### src/rtl/core/hsv_palette_group_classifier_assert.svh
// Assertion macros used by the classifier controller.
`ifndef HSV_PALETTE_GROUP_CLASSIFIER_ASSERT_SVH
`define HSV_PALETTE_GROUP_CLASSIFIER_ASSERT_SVH

// Implication checked at every clock edge outside reset.
`define HPGC_ASSERT_IMPL(label, clk, rst_n, ante, cons) \
	label: assert property (@(posedge clk) disable iff (!rst_n) (ante) |-> (cons)) \
		else $error("assertion failed");

// Next-cycle implication checked outside reset.
`define HPGC_ASSERT_NEXT(label, clk, rst_n, ante, cons) \
	label: assert property (@(posedge clk) disable iff (!rst_n) (ante) |=> (cons)) \
		else $error("assertion failed");

`endif

### src/rtl/core/hpgc_pkg.sv
package hpgc_pkg;

	localparam int TABLE_GROUPS = 12;
	localparam int SCORE_DEN = 459000;
	// floor(n * 65536 / 459000) is (n * SCORE_RECIP) >> SCORE_SHIFT, exact for n <= 459000.
	localparam logic [32:0] SCORE_RECIP = 33'd4905881948;
	localparam int SCORE_SHIFT = 35;
	localparam logic [16:0] ONE_Q16 = 17'd65536;
	localparam logic [23:0] SUM_MAX = 24'hFFFFFF;
	localparam logic [19:0] WT_MAX = 20'hFFFFF;
	localparam logic [15:0] CNT_MAX = 16'hFFFF;
	localparam logic [3:0] MISC_GROUP = 4'd0;

	typedef struct packed {
		logic [11:0] hue_tenths;
		logic [7:0] saturation;
		logic [7:0] brightness;
		logic [16:0] weight;
		logic last_color;
	} in_item_t;

	typedef struct packed {
		logic [3:0] group_index;
		logic [16:0] group_score;
		logic [15:0] group_tally;
	} out_item_t;

	typedef struct packed {
		logic [11:0] hlo;
		logic [11:0] hhi;
		logic [6:0] slo;
		logic [6:0] shi;
		logic [6:0] vlo;
		logic [6:0] vhi;
	} hsv_range_t;

	// Controller to datapath commands.
	typedef struct packed {
		logic load;        // capture the input item
		logic score;       // compute per-group score numerators
		logic norm;        // turn numerators into Q16 color scores
		logic accum;       // add weighted scores into the sums
		logic div_start;   // start dividing one group sum
		logic [3:0] grp;   // group under division
		logic div_step;    // one quotient bit
		logic pick;        // compare quotient with best
		logic finish;      // threshold, tally, clear
	} dp_cmd_t;

	typedef struct packed {
		logic last;
		logic counted;     // color within MAX_COLORS
		logic div_done;
	} dp_sts_t;

	function automatic hsv_range_t range_of(input logic [3:0] g);
		hsv_range_t r;
		case (g)
			4'd0: r = '{12'd2000, 12'd2600, 7'd30, 7'd100, 7'd30, 7'd100};
			4'd1: r = '{12'd3400, 12'd200, 7'd30, 7'd100, 7'd30, 7'd100};
			4'd2: r = '{12'd800, 12'd1400, 7'd30, 7'd100, 7'd30, 7'd100};
			4'd3: r = '{12'd200, 12'd500, 7'd40, 7'd100, 7'd40, 7'd100};
			4'd4: r = '{12'd2600, 12'd3000, 7'd30, 7'd100, 7'd30, 7'd100};
			4'd5: r = '{12'd500, 12'd800, 7'd40, 7'd100, 7'd50, 7'd100};
			4'd6: r = '{12'd3000, 12'd3400, 7'd30, 7'd100, 7'd40, 7'd100};
			4'd7: r = '{12'd1600, 12'd2000, 7'd40, 7'd100, 7'd40, 7'd100};
			4'd8: r = '{12'd0, 12'd3600, 7'd0, 7'd100, 7'd0, 7'd25};
			4'd9: r = '{12'd0, 12'd3600, 7'd0, 7'd30, 7'd80, 7'd100};
			4'd10: r = '{12'd0, 12'd3600, 7'd0, 7'd15, 7'd25, 7'd80};
			4'd11: r = '{12'd250, 12'd450, 7'd20, 7'd70, 7'd30, 7'd70};
			default: r = '0;
		endcase
		return r;
	endfunction

endpackage

### src/rtl/core/hpgc_ctrl.sv
`include "hsv_palette_group_classifier_assert.svh"

module hpgc_ctrl #(
	parameter int NUM_ACTIVE = 12
) (
	input logic clk,
	input logic arst_n,
	input logic in_valid,
	output logic in_ready,
	output logic out_valid,
	input logic out_ready,
	input hpgc_pkg::dp_sts_t sts,
	output hpgc_pkg::dp_cmd_t cmd
);

	localparam int GW = 4;
	localparam logic [GW-1:0] LAST_G = GW'(NUM_ACTIVE - 1);

	typedef enum logic [3:0] {
		IDLE, SCORE, NORM, ACCUM, DSTART, DSTEP, PICK, FINISH, OUTW
	} state_t;

	state_t state_q;
	logic [GW-1:0] grp_q;
	logic in_acc;

	assign in_acc = in_valid && in_ready;
	assign in_ready = (state_q == IDLE) || (state_q == OUTW && out_ready);
	assign out_valid = (state_q == OUTW);

	always_comb begin
		cmd = '0;
		cmd.load = in_acc;
		cmd.score = (state_q == SCORE);
		cmd.norm = (state_q == NORM);
		cmd.accum = (state_q == ACCUM);
		cmd.div_start = (state_q == DSTART);
		cmd.div_step = (state_q == DSTEP);
		cmd.pick = (state_q == PICK);
		cmd.finish = (state_q == FINISH);
		cmd.grp = grp_q;
	end

	always_ff @(posedge clk or negedge arst_n) begin
		if (!arst_n) begin
			state_q <= IDLE;
			grp_q <= '0;
		end else begin
			case (state_q)
				IDLE, OUTW: begin
					if (in_acc) state_q <= SCORE;
					else if (state_q == OUTW && out_ready) state_q <= IDLE;
				end
				SCORE: state_q <= sts.counted ? NORM : (sts.last ? DSTART : IDLE);
				NORM: state_q <= ACCUM;
				ACCUM: state_q <= sts.last ? DSTART : IDLE;
				DSTART: state_q <= DSTEP;
				DSTEP: if (sts.div_done) state_q <= PICK;
				PICK: begin
					if (grp_q == LAST_G) begin
						grp_q <= '0;
						state_q <= FINISH;
					end else begin
						grp_q <= grp_q + 1'b1;
						state_q <= DSTART;
					end
				end
				FINISH: state_q <= OUTW;
				default: state_q <= IDLE;
			endcase
		end
	end

	`HPGC_ASSERT_IMPL(a_out_no_in, clk, arst_n, out_valid && !out_ready, !in_ready)
	`HPGC_ASSERT_NEXT(a_finish_out, clk, arst_n, cmd.finish, out_valid)
	`HPGC_ASSERT_IMPL(a_grp_range, clk, arst_n, 1'b1, grp_q <= LAST_G)

endmodule

### config.mk
export PLATFORM = sky130hd
export DESIGN_NAME = hpgc_ctrl
export DESIGN_NICKNAME = d
export VERILOG_FILES = /design/src/rtl/core/hpgc_pkg.sv /design/src/rtl/core/hpgc_ctrl.sv
export VERILOG_INCLUDE_DIRS = /design/src /design/src/rtl/core
export SDC_FILE = /design/constraint.sdc
export NUM_CORES = 1
export LEC_CHECK = 0
export BUFFER_PORTS_ARGS = -buffer_cell sky130_fd_sc_hd__buf_2
export CAP_MARGIN = 40
export CORE_AREA = 2 2 39 41
export CTS_CLUSTER_SIZE = 20
export DETAILED_ROUTE_END_ITERATION = 12
export DIE_AREA = 0 0 41 43
export HOLD_SLACK_MARGIN = 0.05
export PLACE_DENSITY_LB_ADDON = 0.25
export SYNTH_ARGS = -nofsm -noshare
export SYNTH_HDL_FRONTEND = slang
export SYNTH_SLANG_ARGS = --single-unit
### constraint.sdc
create_clock -name clk -period 1.7 [get_ports clk]
set_input_delay 0.17 -clock clk [delete_from_list [all_inputs] [get_ports clk]]
set_output_delay 0.17 -clock clk [all_outputs]
set_load 0.02 [all_outputs]
# After elaboration in Yosys (flattened, before gate mapping)
# Index checks and enable logic that the tools add are counted.
[op_classes]
n_eq_ne = 11
muxes = 8
n_reduce_logical = 6
addsub = 1
[op_table]
columns = ["operator", "n"]
rows = [
  ["$pmux 4 s8", 1],
  ["$mux 4", 5],
  ["$eq 4x3->1 const B", 4],
  ["$eq 4x2->1 const B", 2],
  ["$eq 4x4->1 const B", 2],
  ["$add 4x1->4 const B", 1],
  ["$eq 4x1->1 const B", 1],
  ["$logic_not 4->1", 1],
  ["$mux 3", 1],
  ["$ne 3x3->1 const B", 1],
  ["$logic_and 1x1->1", 2],
  ["$mux 2", 1],
  ["$ne 2x2->1 const B", 1],
  ["$reduce_and 2->1", 1],
  ["$reduce_or 2->1", 1],
  ["$logic_or 1x1->1", 1],
]
[totals]
register_bits = 8
word_cells = 28
out_inout_bits = 14

# Longest topological paths before layout
# Gate-level depths: netlist of run 1.
[depth]
ltp_word = 6
mapped_depth = 5
ltp_nobuf = 4

# Worst setup path after synthesis of run 1
# OpenSTA, ideal clock, no wires.
[synth_timing]
path_kind = "reg2reg"
start = "register state_q[3]"
end = "register grp_q[3]"
path_buffers = 2
setup_time_ns = 0.126
setup_slack_ns = 0.311
period_less_slack_ns = 1.389
required_ns = 1.574
arrival_ns = 1.263
path_stages_with_launch = 6
cell_sequence = "dfrtp_1 -> buf_6 -> and4bb_1 -> buf_6 -> o21ai_2 -> a221o_1"
[synth_lines]
columns = ["item", "line_no", "rtl"]
rows = [
  ["start, declared", "hpgc_ctrl.sv:23", "state_t state_q;"],
  ["start signal, assigned", "hpgc_ctrl.sv:54", "SCORE: state_q <= sts.counted ? NORM : (sts.last ? DSTART : IDLE);"],
  ["start signal, assigned", "hpgc_ctrl.sv:56", "ACCUM: state_q <= sts.last ? DSTART : IDLE;"],
  ["end signal, assigned", "hpgc_ctrl.sv:64", "grp_q <= grp_q + 1'b1;"],
  ["end, declared", "hpgc_ctrl.sv:24", "logic [GW-1:0] grp_q;"],
]

==> metrics.txt, run 1 <==
# TYPE chip_impl_metric gauge
chip_impl_info{name="outcome",value="finished clean"} 1
chip_impl_metric{name="final_hold_viol_count",unit=""} 0
chip_impl_metric{name="port-buffer-count",unit=""} 20
chip_impl_metric{name="dr_total_vias",unit=""} 451
chip_impl_info{name="yosys.area.top_type",value="sky130_fd_sc_hd__dfrtp_1"} 1
chip_impl_metric{name="period_minus_slack",unit="ns"} 1.570
chip_impl_metric{name="grt_pass1_wl",unit="mm"} 1.725
chip_impl_metric{name="power_switching",unit="µW"} 541.1
chip_impl_metric{name="detail_route.iter0.violations",unit=""} 6
chip_impl_metric{name="cp_data_required_time",unit="ns"} 1.53
chip_impl_metric{name="post_synth_mux_area_share",unit="%"} 6.888
chip_impl_metric{name="timing_worst_slew_pin_value",unit="ns"} 0.3460
chip_impl_info{name="tritoncts",value="built"} 1
chip_impl_info{name="crit_slowest_cell",value="sky130_fd_sc_hd__dfrtp_1"} 1
chip_impl_metric{name="wirelength_met1",unit="µm"} 511
chip_impl_metric{name="crit_arrival",unit="ns"} 1.40
chip_impl_info{name="unrepaired_setup_endpoints_after_global_routing",value="no"} 1
chip_impl_metric{name="cap_viol_max_count",unit=""} 0
chip_impl_metric{name="globalRouteTotalUtil",unit="%"} 14.69
chip_impl_metric{name="stdcell_area",unit="µm²"} 644.4
chip_impl_metric{name="post_dp_cell_area",unit="µm²"} 606.8
chip_impl_metric{name="floorplan.io_pins",unit=""} 21
chip_impl_info{name="yosys-top-cells-area",value="sky130_fd_sc_hd__dfrtp_1 38%, sky130_fd_sc_hd__nand2b_1 4.8%, sky130_fd_sc_hd__nor3_1 4.8%, sky130_fd_sc_hd__buf_6 4.3%, sky130_fd_sc_hd__o21ai_0 2.9%"} 1
chip_impl_info{name="cp_top_family",value="flip-flops"} 1
chip_impl_metric{name="synth-compound-area-share",unit="%"} 13.30
chip_impl_metric{name="power.share.sequential",unit="%"} 35.2
chip_impl_metric{name="fraction_of_registers_with_async_set_reset",unit="%"} 100.0
chip_impl_metric{name="fin_setup_tns",unit="ns"} 0
chip_impl_info{name="nature_of_the_critical_path_startpoint",value="register"} 1
chip_impl_info{name="synth_most_common_cell",value="sky130_fd_sc_hd__dfrtp_1"} 1
chip_impl_metric{name="synthCells",unit=""} 57
chip_impl_metric{name="floorplan.core_area",unit="mm²"} 0.001384
chip_impl_metric{name="synth-edff-count",unit=""} 0
chip_impl_metric{name="maxSlewHeadroom",unit="%"} 76.94
chip_impl_metric{name="yosys.area_share.simple",unit="%"} 28.27
chip_impl_info{name="postSynth.topFlopCell",value="sky130_fd_sc_hd__dfrtp_1"} 1
chip_impl_metric{name="clock.fmax",unit="MHz"} 637.1
chip_impl_info{name="netlist_top_cells_count",value="8 x sky130_fd_sc_hd__dfrtp_1, 5 x sky130_fd_sc_hd__nor3_1, 4 x sky130_fd_sc_hd__nand2b_1"} 1
chip_impl_metric{name="cts_buffer_count",unit=""} 3
chip_impl_metric{name="grt_overflow",unit=""} 0
chip_impl_metric{name="die_h",unit="µm"} 43
chip_impl_metric{name="power.density",unit="mW/mm²"} 1783
chip_impl_metric{name="htreeDepth",unit=""} 1
chip_impl_metric{name="fraction_of_power_consumed_by_the_clock_network",unit="%"} 12.5
chip_impl_metric{name="clock_tree.buffer_depth",unit=""} 2
chip_impl_metric{name="synth-seq-area-share",unit="%"} 38.00
chip_impl_metric{name="routed_via_density",unit=""} 4.902
chip_impl_info{name="worstPathCellList",value="and4bb_1, buf_2"} 1
chip_impl_metric{name="std_cell_rows",unit=""} 14
chip_impl_metric{name="post_synth_fa_ha_maj_area_fraction",unit="%"} 2.375
chip_impl_metric{name="initial_utilization",unit="%"} 38.07
chip_impl_metric{name="synthToLayoutAreaGrowth",unit="%"} 22.33
chip_impl_metric{name="wl_met3",unit="µm"} 61
chip_impl_metric{name="route.antenna.remaining_nets",unit=""} 0
chip_impl_metric{name="wire_per_inst",unit="µm"} 10.88
chip_impl_metric{name="drive_above_1_share",unit="%"} 38.16
chip_impl_metric{name="antenna_found_initial",unit=""} 0
chip_impl_info{name="criticalPathCategory",value="register to output port"} 1
chip_impl_metric{name="finalCritPeriodShare",unit="%"} 92.33
chip_impl_metric{name="place.gp.congestion",unit=""} 0.7312
chip_impl_metric{name="synth_largest_type_area_fraction",unit="%"} 38.00
chip_impl_metric{name="cell_internal_pwr",unit="µW"} 607.6
chip_impl_info{name="synth_top_family_by_area",value="simple AND/OR/NAND/NOR gates"} 1
chip_impl_metric{name="synthesis.area",unit="µm²"} 526.8
chip_impl_metric{name="synth_seq_cells",unit=""} 8
chip_impl_info{name="topRoutingLayerUsed",value="met3"} 1
chip_impl_metric{name="clk_pin_slew",unit="ns"} 0.06
chip_impl_metric{name="first_global_vias",unit=""} 365
chip_impl_metric{name="postRouteWirelength",unit="mm"} 1.001
chip_impl_metric{name="numClockSinks",unit=""} 8
chip_impl_metric{name="share_comb_of_total_power",unit="%"} 52.3
chip_impl_metric{name="synth_warnings",unit=""} 0
chip_impl_metric{name="report.final.setup_viol",unit=""} 0
chip_impl_metric{name="cp_max_fo",unit=""} 11
chip_impl_metric{name="met2_wirelength",unit="µm"} 428
chip_impl_metric{name="sw_frac_of_total",unit="%"} 47.11
chip_impl_metric{name="floorplan.die_area",unit="mm²"} 0.001763
chip_impl_metric{name="synthesis.nets",unit=""} 65
chip_impl_info{name="hold_path.class",value="input port to register"} 1
chip_impl_metric{name="die_outline_width",unit="µm"} 41
chip_impl_info{name="cts.root.buffer_cell",value="sky130_fd_sc_hd__clkbuf_4"} 1
chip_impl_metric{name="crit_path_max_incr_delay",unit="ns"} 0.54
chip_impl_metric{name="half_perimeter_wire_length_after_detailed_placement",unit="µm"} 724.2
chip_impl_metric{name="grt_max_degree",unit=""} 12
chip_impl_info{name="worstSetupEndpointType",value="output port"} 1
chip_impl_metric{name="avgSynthCellArea",unit="µm²"} 9.241
chip_impl_metric{name="synth_xor_area_share",unit="%"} 0
chip_impl_metric{name="antenna-diode-count",unit=""} 0
chip_impl_metric{name="dr.pass1.iters",unit=""} 2
chip_impl_metric{name="library_cells_used_by_synthesis",unit=""} 29
chip_impl_metric{name="critical_path.n_buffers_inverters",unit=""} 1
chip_impl_metric{name="max_vdd_drop",unit="mV"} 0.6209
chip_impl_metric{name="drc",unit=""} 0
chip_impl_metric{name="leakagePower",unit="µW"} 0.0003358
chip_impl_metric{name="report.final.slew_viol_count",unit=""} 0
chip_impl_metric{name="final_net_count",unit=""} 86
chip_impl_metric{name="clock_skew",unit="ns"} 0.006683
chip_impl_metric{name="clock_network_latency_to_the_later_pin_of_the_worst_skew_pair",unit="ns"} 0.25
==> worst min-delay path, cell delays in order <==
cell                      delay [ns]
sky130_fd_sc_hd__buf_2          0.07
sky130_fd_sc_hd__nand3_1        0.08
sky130_fd_sc_hd__o31ai_1        0.08
==> kinds of logic (layout without fill, tap and decap cells) <==
logic type | count (synthesis) | count (layout)
compound gates | 10 | 10
fa+ha+maj | 1 | 1
buf+inv | 9 | 28
flops | 8 | 8
mux | 3 | 3
simple gates | 26 | 26
==> layout make-up <==
class                           instances  area (µm²)
Tap cell                               16       20.02
Timing Repair Buffer                   22       117.6
Fill cell                             151       739.5
Sequential cell                         8       200.2
Inverter                                3       11.26
Clock buffer                            3       22.52
Multi-Input combinational cell         40       272.8
==> timing repair <==
action / in CTS / in global routing
hold buffers: 1 / 0
endpoints found under the setup margin: 0 / 1
setup buffers: 0 / 0
resized for setup: 0 / 1
endpoints found under the hold margin: 8 / 0
==> state kept, by name (all words and copies together) (netlist names) <==
signal	cells
grp_q	4
state_q	4
==> stage by stage <==
| stage | cells | power [µW] | util [%] | hold slack [ns] | worst slack [ns] |
|---|---|---|---|---|---|
| 2_1_floorplan | 57 | 876.1 | - | -0.1256 | 0.3111 |
| 5_1_grt | 92 | 1259 | 46.56 | 0.2206 | 0.003863 |
| 4_1_cts | 92 | 1153 | 46.20 | 0.1913 | 0.02954 |
| 3_5_place_dp | 88 | 998.7 | 43.85 | 0.02325 | 0.2435 |
| 6_report | 92 | 1149 | 46.56 | 0.1843 | 0.1304 |
| 3_3_place_gp | 88 | 993.8 | 43.85 | 0.02176 | 0.2839 |
==> routing by layer <==
metal,vias to the layer above,GRT usage [%]
li1,241,-
met1,202,20.86
met2,8,19.06
met3,0,9.424
met4,0,2.000
met5,-,0
==> worst paths after layout <==
path,start,to,slack (ns),depth (start not counted)
worst max-delay path,state_q[2],cmd[1],0.13,2
worst min-delay path,in_valid,state_q[0],0.18,3
worst max register to register,state_q[2],grp_q[3],0.23,3
worst min register to register,grp_q[1],grp_q[1],0.56,1
max in group asynchronous,arst_n,state_q[2],1.23,2
min in group asynchronous,arst_n,grp_q[3],0.30,2
==> layout by cell type, fill, tap and decap left out, types with 3 or more instances in the layout <==
master,n
sky130_fd_sc_hd__nand2b_1,4
sky130_fd_sc_hd__o21ai_0,3
sky130_fd_sc_hd__inv_1,3
sky130_fd_sc_hd__dfrtp_1,8
sky130_fd_sc_hd__nor3_1,4
sky130_fd_sc_hd__buf_2,20
sky130_fd_sc_hd__clkbuf_4,3
sky130_fd_sc_hd__nand2_1,3
sky130_fd_sc_hd__nor2_1,3
==> power groups by stage <==
stage	Combinational, µW	Clock, µW	Sequential [µW]
floorplan	509	0	367
global placement	598	0	396
detailed placement	601	0	398
CTS	606	151	396
global route	668	161	429
finish	601	144	404
(Power assumes the default switching activity.)
==> inputs of run 2 (changes only) <==
==> constraint.sdc (replaced) <==
create_clock -name clk -period 1.7 [get_ports clk]
set_input_delay 0 -clock clk [delete_from_list [all_inputs] [get_ports clk]]
set_output_delay 0 -clock clk [all_outputs]
set_load 0.02 [all_outputs]
==> run 2 against run 1 <==
Net effect:
- combinational power increased by 6.7%
- first-iteration DRC count grew 17%
- critical path depth is 3 higher
- clock skew up 0.0012 ns
- maximum frequency is 1.2% higher
- final area rose by 0.39%
- die area stayed put
- non-clock buffer count is 1 higher
- sequential power is 7.7% lower
- via count grew 3.5%
- hold slack worse by 0.14 ns
- register-to-register slack improved by 0.04 ns
- largest cell class unchanged
- highest routed layer unchanged
==> metrics.txt, run 2 (synthesis results as in run 1) <==
# TYPE chip_impl_metric gauge
chip_impl_metric{name="htreeDepth",unit=""} 1
chip_impl_metric{name="leakagePower",unit="µW"} 0.0003389
chip_impl_info{name="layout_common_cells",value="20 x sky130_fd_sc_hd__buf_2, 8 x sky130_fd_sc_hd__dfrtp_1, 5 x sky130_fd_sc_hd__nor3_1"} 1
chip_impl_metric{name="antenna-diode-count",unit=""} 0
chip_impl_metric{name="floorplan.die_area",unit="mm²"} 0.001763
chip_impl_metric{name="antenna_found_initial",unit=""} 0
chip_impl_metric{name="timing_worst_slew_pin_value",unit="ns"} 0.3765
chip_impl_metric{name="die_outline_width",unit="µm"} 41
chip_impl_metric{name="cp_data_required_time",unit="ns"} 1.70
chip_impl_metric{name="std_cell_rows",unit=""} 14
chip_impl_metric{name="clock_tree.buffer_depth",unit=""} 2
chip_impl_metric{name="hold-worst-slack",unit="ns"} 0.04756
chip_impl_metric{name="routed_via_density",unit=""} 5.022
chip_impl_info{name="unrepaired_setup_endpoints_after_global_routing",value="no"} 1
chip_impl_metric{name="dr_total_vias",unit=""} 467
chip_impl_metric{name="cts_post_setup_buffers_inserted",unit=""} 0
chip_impl_metric{name="clk_pin_slew",unit="ns"} 0.05
chip_impl_info{name="top_regs",value="grp_q (4), state_q (4)"} 1
chip_impl_metric{name="first_global_vias",unit=""} 394
chip_impl_metric{name="numClockSinks",unit=""} 8
chip_impl_metric{name="route.antenna.remaining_nets",unit=""} 0
chip_impl_info{name="hold_path.class",value="input port to register"} 1
chip_impl_metric{name="setup.reg_to_reg.worst_slack",unit="ns"} 0.27
chip_impl_metric{name="initial_utilization",unit="%"} 38.07
chip_impl_metric{name="fin_setup_tns",unit="ns"} 0
chip_impl_info{name="tritoncts",value="built"} 1
chip_impl_metric{name="cp_max_fo",unit=""} 8
chip_impl_metric{name="fillCellCount",unit=""} 141
chip_impl_metric{name="grt_overflow",unit=""} 0
chip_impl_metric{name="clock.fmax",unit="MHz"} 644.8
chip_impl_metric{name="report.final.slew_viol_count",unit=""} 0
chip_impl_metric{name="cap_viol_max_count",unit=""} 0
chip_impl_metric{name="stdcell_area",unit="µm²"} 646.9
chip_impl_metric{name="clock_network_latency_to_the_later_pin_of_the_worst_skew_pair",unit="ns"} 0.25
chip_impl_metric{name="cts_resized",unit=""} 0
chip_impl_metric{name="half_perimeter_wire_length_after_detailed_placement",unit="µm"} 750.7
chip_impl_metric{name="globalRouteTotalUtil",unit="%"} 13.18
chip_impl_metric{name="crit_arrival",unit="ns"} 1.55
chip_impl_metric{name="drc",unit=""} 0
chip_impl_info{name="most_common_cell_after_layout_fill_and_taps_aside",value="sky130_fd_sc_hd__buf_2"} 1
chip_impl_metric{name="post_dp_cell_area",unit="µm²"} 614.3
chip_impl_metric{name="place.gp.congestion",unit=""} 0.7813
chip_impl_metric{name="finalCritPeriodShare",unit="%"} 91.22
chip_impl_metric{name="period_minus_slack",unit="ns"} 1.551
chip_impl_metric{name="final_util",unit="%"} 46.75
chip_impl_info{name="outcome",value="finished clean"} 1
chip_impl_metric{name="max_vdd_drop",unit="mV"} 0.8024
chip_impl_metric{name="maxSlewHeadroom",unit="%"} 74.71
chip_impl_metric{name="number_of_hold_repair_buffers_added_at_the_cts_stage",unit=""} 1
chip_impl_info{name="criticalPathCategory",value="register to output port"} 1
chip_impl_metric{name="wire_per_inst",unit="µm"} 10.67
chip_impl_info{name="nature_of_the_critical_path_startpoint",value="register"} 1
chip_impl_metric{name="die_h",unit="µm"} 43
chip_impl_metric{name="drive_above_1_share",unit="%"} 37.66
chip_impl_metric{name="dr.pass1.iters",unit=""} 3
chip_impl_metric{name="port-buffer-count",unit=""} 20
chip_impl_info{name="cts.root.buffer_cell",value="sky130_fd_sc_hd__clkbuf_4"} 1
chip_impl_metric{name="final_hold_viol_count",unit=""} 0
chip_impl_metric{name="power.density",unit="mW/mm²"} 1779
chip_impl_info{name="worstSetupEndpointType",value="output port"} 1
chip_impl_metric{name="cts_buffer_count",unit=""} 3
chip_impl_metric{name="final_net_count",unit=""} 87
chip_impl_metric{name="grt_pass1_wl",unit="mm"} 1.566
chip_impl_metric{name="postRouteWirelength",unit="µm"} 992
chip_impl_metric{name="floorplan.core_area",unit="mm²"} 0.001384
chip_impl_metric{name="report.final.setup_viol",unit=""} 0
chip_impl_metric{name="detail_route.iter0.violations",unit=""} 7
chip_impl_metric{name="synthToLayoutAreaGrowth",unit="%"} 22.80
chip_impl_metric{name="grt_max_degree",unit=""} 12
chip_impl_metric{name="clock_skew",unit="ns"} 0.007891
chip_impl_metric{name="floorplan.io_pins",unit=""} 21
[run 2: critical path, cell delays in order, from the launching register on]
cell	delay, ns
sky130_fd_sc_hd__dfrtp_1	0.40
sky130_fd_sc_hd__buf_4	0.17
sky130_fd_sc_hd__nor3_1	0.31
sky130_fd_sc_hd__nand3_1	0.18
sky130_fd_sc_hd__inv_1	0.08
sky130_fd_sc_hd__buf_2	0.15
[run 2: cell type report]
class / count / area (µm²) / area share [%]
Tap cell: 16 / 20.02 / 3.095
Inverter: 3 / 11.26 / 1.741
Clock buffer: 3 / 22.52 / 3.482
Timing Repair Buffer: 23 / 125.1 / 19.34
Sequential cell: 8 / 200.2 / 30.95
Multi-Input combinational cell: 40 / 267.8 / 41.39
[run 2: final timing paths]
check,startpoint,cells after the start,end
setup / recovery,state_q[2],5,cmd[11]
hold / removal,in_valid,3,state_q[0]
setup reg to reg,state_q[0],3,grp_q[3]
hold reg to reg,grp_q[1],1,grp_q[1]
max in group asynchronous,arst_n,2,state_q[0]
min in group asynchronous,arst_n,2,state_q[2]
[run 2: per-layer routing]
metal / vias to the layer above / global-route usage, % / share of wire [%]
met5: - / 0 / 0
met3: 0 / 7.853 / 4.3
met1: 219 / 17.94 / 50
li1: 241 / - / -
met4: 0 / 4.000 / 0
met2: 7 / 17.19 / 45
[run 2: through the flow]
stage               power (µW)  setup slack (ns)  cells
detailed placement        1020            0.2822     89
global placement          1015            0.3196     89
CTS                       1168            0.1320     93
floorplan                876.1            0.3111     57
finish                    1151            0.1492     93
global route              1257           0.02567     93
[run 2: power by group]
part	internal (µW)	switching, µW	leakage, µW
clock network	80.2	56.5	0.0000138
registers	270	103	0.000102
logic	270	372	0.000223
total	620	531	0.000339
==> inputs of run 3 (changes only) <==
- MAX_ROUTING_LAYER: unset -> met4
- SETUP_SLACK_MARGIN: unset -> 0.02
==> run 3 against run 2 <==
Net effect:
- combinational power barely moved
- die area did not move
- sequential share of layout area did not move
- via count fell by 0.64%
- wire length rose by 2.9%
- sequential power barely moved
- critical path depth did not move
- register-to-register slack barely moved
- highest routed layer unchanged
- global-route usage rose by 0.43 points
- largest power group unchanged
- critical path type unchanged
==> metrics.txt, run 3 (synthesis results as in run 1) <==
# TYPE chip_impl_metric gauge
chip_impl_metric{name="synthToLayoutAreaGrowth",unit="%"} 22.80
chip_impl_metric{name="clock_skew",unit="ns"} 0.007280
chip_impl_metric{name="floorplan.core_area",unit="mm²"} 0.001384
chip_impl_metric{name="floorplan.io_pins",unit=""} 21
chip_impl_info{name="hold_path_startpoint",value="in_valid"} 1
chip_impl_metric{name="grt_overflow",unit=""} 0
chip_impl_metric{name="wire_per_inst",unit="µm"} 10.98
chip_impl_metric{name="grt_pass1_wl",unit="mm"} 1.573
chip_impl_metric{name="die_outline_width",unit="µm"} 41
chip_impl_metric{name="final_net_count",unit=""} 87
chip_impl_metric{name="die_h",unit="µm"} 43
chip_impl_metric{name="cts_buffer_count",unit=""} 3
chip_impl_info{name="cts.root.buffer_cell",value="sky130_fd_sc_hd__clkbuf_4"} 1
chip_impl_info{name="nature_of_the_critical_path_startpoint",value="register"} 1
chip_impl_metric{name="leakagePower",unit="µW"} 0.0003389
chip_impl_metric{name="power.share.sequential",unit="%"} 32.3
chip_impl_metric{name="clock_network_latency_to_the_later_pin_of_the_worst_skew_pair",unit="ns"} 0.25
chip_impl_metric{name="setup.reg_to_reg.worst_slack",unit="ns"} 0.27
chip_impl_metric{name="number_of_hold_repair_buffers_added_at_the_cts_stage",unit=""} 1
chip_impl_metric{name="cap_viol_max_count",unit=""} 0
chip_impl_metric{name="final_hold_viol_count",unit=""} 0
chip_impl_metric{name="number_of_cells_in_the_design_after_placement",unit=""} 89
chip_impl_info{name="regToRegEndpoint",value="grp_q[3]"} 1
chip_impl_info{name="unrepaired_setup_endpoints_after_global_routing",value="no"} 1
chip_impl_metric{name="maxSlewHeadroom",unit="%"} 74.70
chip_impl_metric{name="dr.pass1.iters",unit=""} 5
chip_impl_metric{name="fillCellCount",unit=""} 141
chip_impl_metric{name="first_global_vias",unit=""} 388
chip_impl_info{name="most_common_cell_after_layout_fill_and_taps_aside",value="sky130_fd_sc_hd__buf_2"} 1
chip_impl_info{name="criticalPathCategory",value="register to output port"} 1
chip_impl_metric{name="clk_pin_slew",unit="ns"} 0.05
chip_impl_metric{name="route.antenna.remaining_nets",unit=""} 0
chip_impl_metric{name="half_perimeter_wire_length_after_detailed_placement",unit="µm"} 750.7
chip_impl_metric{name="timing_worst_slew_pin_value",unit="ns"} 0.3766
chip_impl_metric{name="cts_post_setup_buffers_inserted",unit=""} 0
chip_impl_metric{name="fraction_of_power_consumed_by_the_clock_network",unit="%"} 12.0
chip_impl_metric{name="cts_resized",unit=""} 0
chip_impl_metric{name="grt_max_degree",unit=""} 12
chip_impl_metric{name="drc",unit=""} 0
chip_impl_info{name="worstSetupEndpointType",value="output port"} 1
chip_impl_metric{name="layout.cells.non_filler",unit=""} 93
chip_impl_metric{name="max_vdd_drop",unit="mV"} 0.8047
chip_impl_metric{name="numClockSinks",unit=""} 8
chip_impl_metric{name="power_switching",unit="µW"} 535.4
chip_impl_metric{name="cp_data_required_time",unit="ns"} 1.70
chip_impl_metric{name="clock.fmax",unit="MHz"} 643.7
chip_impl_metric{name="initial_utilization",unit="%"} 38.07
chip_impl_metric{name="sw_frac_of_total",unit="%"} 46.35
chip_impl_metric{name="power.density",unit="mW/mm²"} 1786
chip_impl_metric{name="reg2regPathDepth",unit=""} 3
chip_impl_metric{name="finalCritPeriodShare",unit="%"} 91.39
chip_impl_info{name="outcome",value="finished clean"} 1
chip_impl_metric{name="detail_route.iter0.violations",unit=""} 11
chip_impl_metric{name="report.final.slew_viol_count",unit=""} 0
chip_impl_info{name="setup.worst_path.end",value="cmd[11]"} 1
chip_impl_metric{name="floorplan.die_area",unit="mm²"} 0.001763
chip_impl_metric{name="period_minus_slack",unit="ns"} 1.554
chip_impl_metric{name="report.final.setup_viol",unit=""} 0
chip_impl_metric{name="std_cell_rows",unit=""} 14
chip_impl_metric{name="cp_max_fo",unit=""} 8
chip_impl_info{name="startpoint",value="state_q[2]"} 1
chip_impl_metric{name="crit_arrival",unit="ns"} 1.55
chip_impl_metric{name="htreeDepth",unit=""} 1
chip_impl_metric{name="share_comb_of_total_power",unit="%"} 55.6
chip_impl_metric{name="place.gp.congestion",unit=""} 0.7921
chip_impl_metric{name="antenna-diode-count",unit=""} 0
chip_impl_info{name="tritoncts",value="built"} 1
chip_impl_metric{name="clock_tree.buffer_depth",unit=""} 2
chip_impl_info{name="r2r_start",value="state_q[0]"} 1
chip_impl_info{name="hold_path.class",value="input port to register"} 1
chip_impl_metric{name="globalRouteTotalUtil",unit="%"} 13.62
chip_impl_metric{name="postRouteWirelength",unit="mm"} 1.021
chip_impl_info{name="layout_common_cells",value="20 x sky130_fd_sc_hd__buf_2, 8 x sky130_fd_sc_hd__dfrtp_1, 5 x sky130_fd_sc_hd__nor3_1"} 1
chip_impl_metric{name="dr_total_vias",unit=""} 464
chip_impl_metric{name="drive_above_1_share",unit="%"} 37.66
chip_impl_info{name="top_regs",value="grp_q (4), state_q (4)"} 1
chip_impl_metric{name="routed_via_density",unit=""} 4.989
chip_impl_metric{name="antenna_found_initial",unit=""} 0
chip_impl_metric{name="cell_internal_pwr",unit="µW"} 619.8
chip_impl_metric{name="port-buffer-count",unit=""} 20
chip_impl_metric{name="fin_setup_tns",unit="ns"} 0
-- run 3: cell counts in the layout (fill, tap and decap cells not counted) --
No cell type changed its count.
-- run 3: layout make-up --
class / count / area [µm²] / share of cell area, %
well taps: 16 / 20.02 / 3.095
flip-flops and latches: 8 / 200.2 / 30.95
multi-input cells: 40 / 267.8 / 41.39
inverters: 3 / 11.26 / 1.741
repair buffers: 23 / 125.1 / 19.34
clock buffers: 3 / 22.52 / 3.482
-- run 3: through the flow --
| step | utilization, % | hold slack, ns | power (µW) | setup slack, ns | instance area [µm²] |
|---|---|---|---|---|---|
| after floorplan | - | -0.2956 | 876.1 | 0.3111 | 526.8 |
| after global placement | 44.39 | -0.1504 | 1015 | 0.3196 | 614.3 |
| after detailed placement | 44.39 | -0.1525 | 1020 | 0.2822 | 614.3 |
| after CTS | 46.75 | 0.05279 | 1168 | 0.1320 | 646.9 |
| after global routing | 46.75 | 0.06234 | 1257 | 0.02567 | 646.9 |
| final | 46.75 | 0.04607 | 1155 | 0.1464 | 646.9 |
-- run 3: worst min path at each step --
stage                 end  cells past startpoint  slack, ns
6_report       state_q[0]                      3       0.05
2_1_floorplan    grp_q[0]                      0      -0.30
3_3_place_gp     grp_q[1]                      1      -0.15
5_1_grt        state_q[0]                      3       0.06
4_1_cts        state_q[0]                      3       0.05
3_5_place_dp     grp_q[1]                      1      -0.15
-- run 3: per-layer routing --
layer	GRT usage [%]	wire [µm]	up-vias
met4	4.000	0	0
li1	-	-	241
met1	18.60	527	216
met5	-	0	-
met2	16.88	452	7
met3	7.853	41	0
-- run 3: power by group through the flow --
stage	logic (µW)	clock network, µW	registers [µW]
global placement	645	0	370
CTS	649	147	373
global route	706	161	390
finish	643	139	374
floorplan	509	0	367
detailed placement	645	0	375
-- run 3: worst max-delay path, cell delays in order (launching register included) --
cell and delay (ns):
sky130_fd_sc_hd__dfrtp_1 0.40, sky130_fd_sc_hd__buf_4 0.17, sky130_fd_sc_hd__nor3_1 0.31, sky130_fd_sc_hd__nand3_1 0.19, sky130_fd_sc_hd__inv_1 0.08, sky130_fd_sc_hd__buf_2 0.15
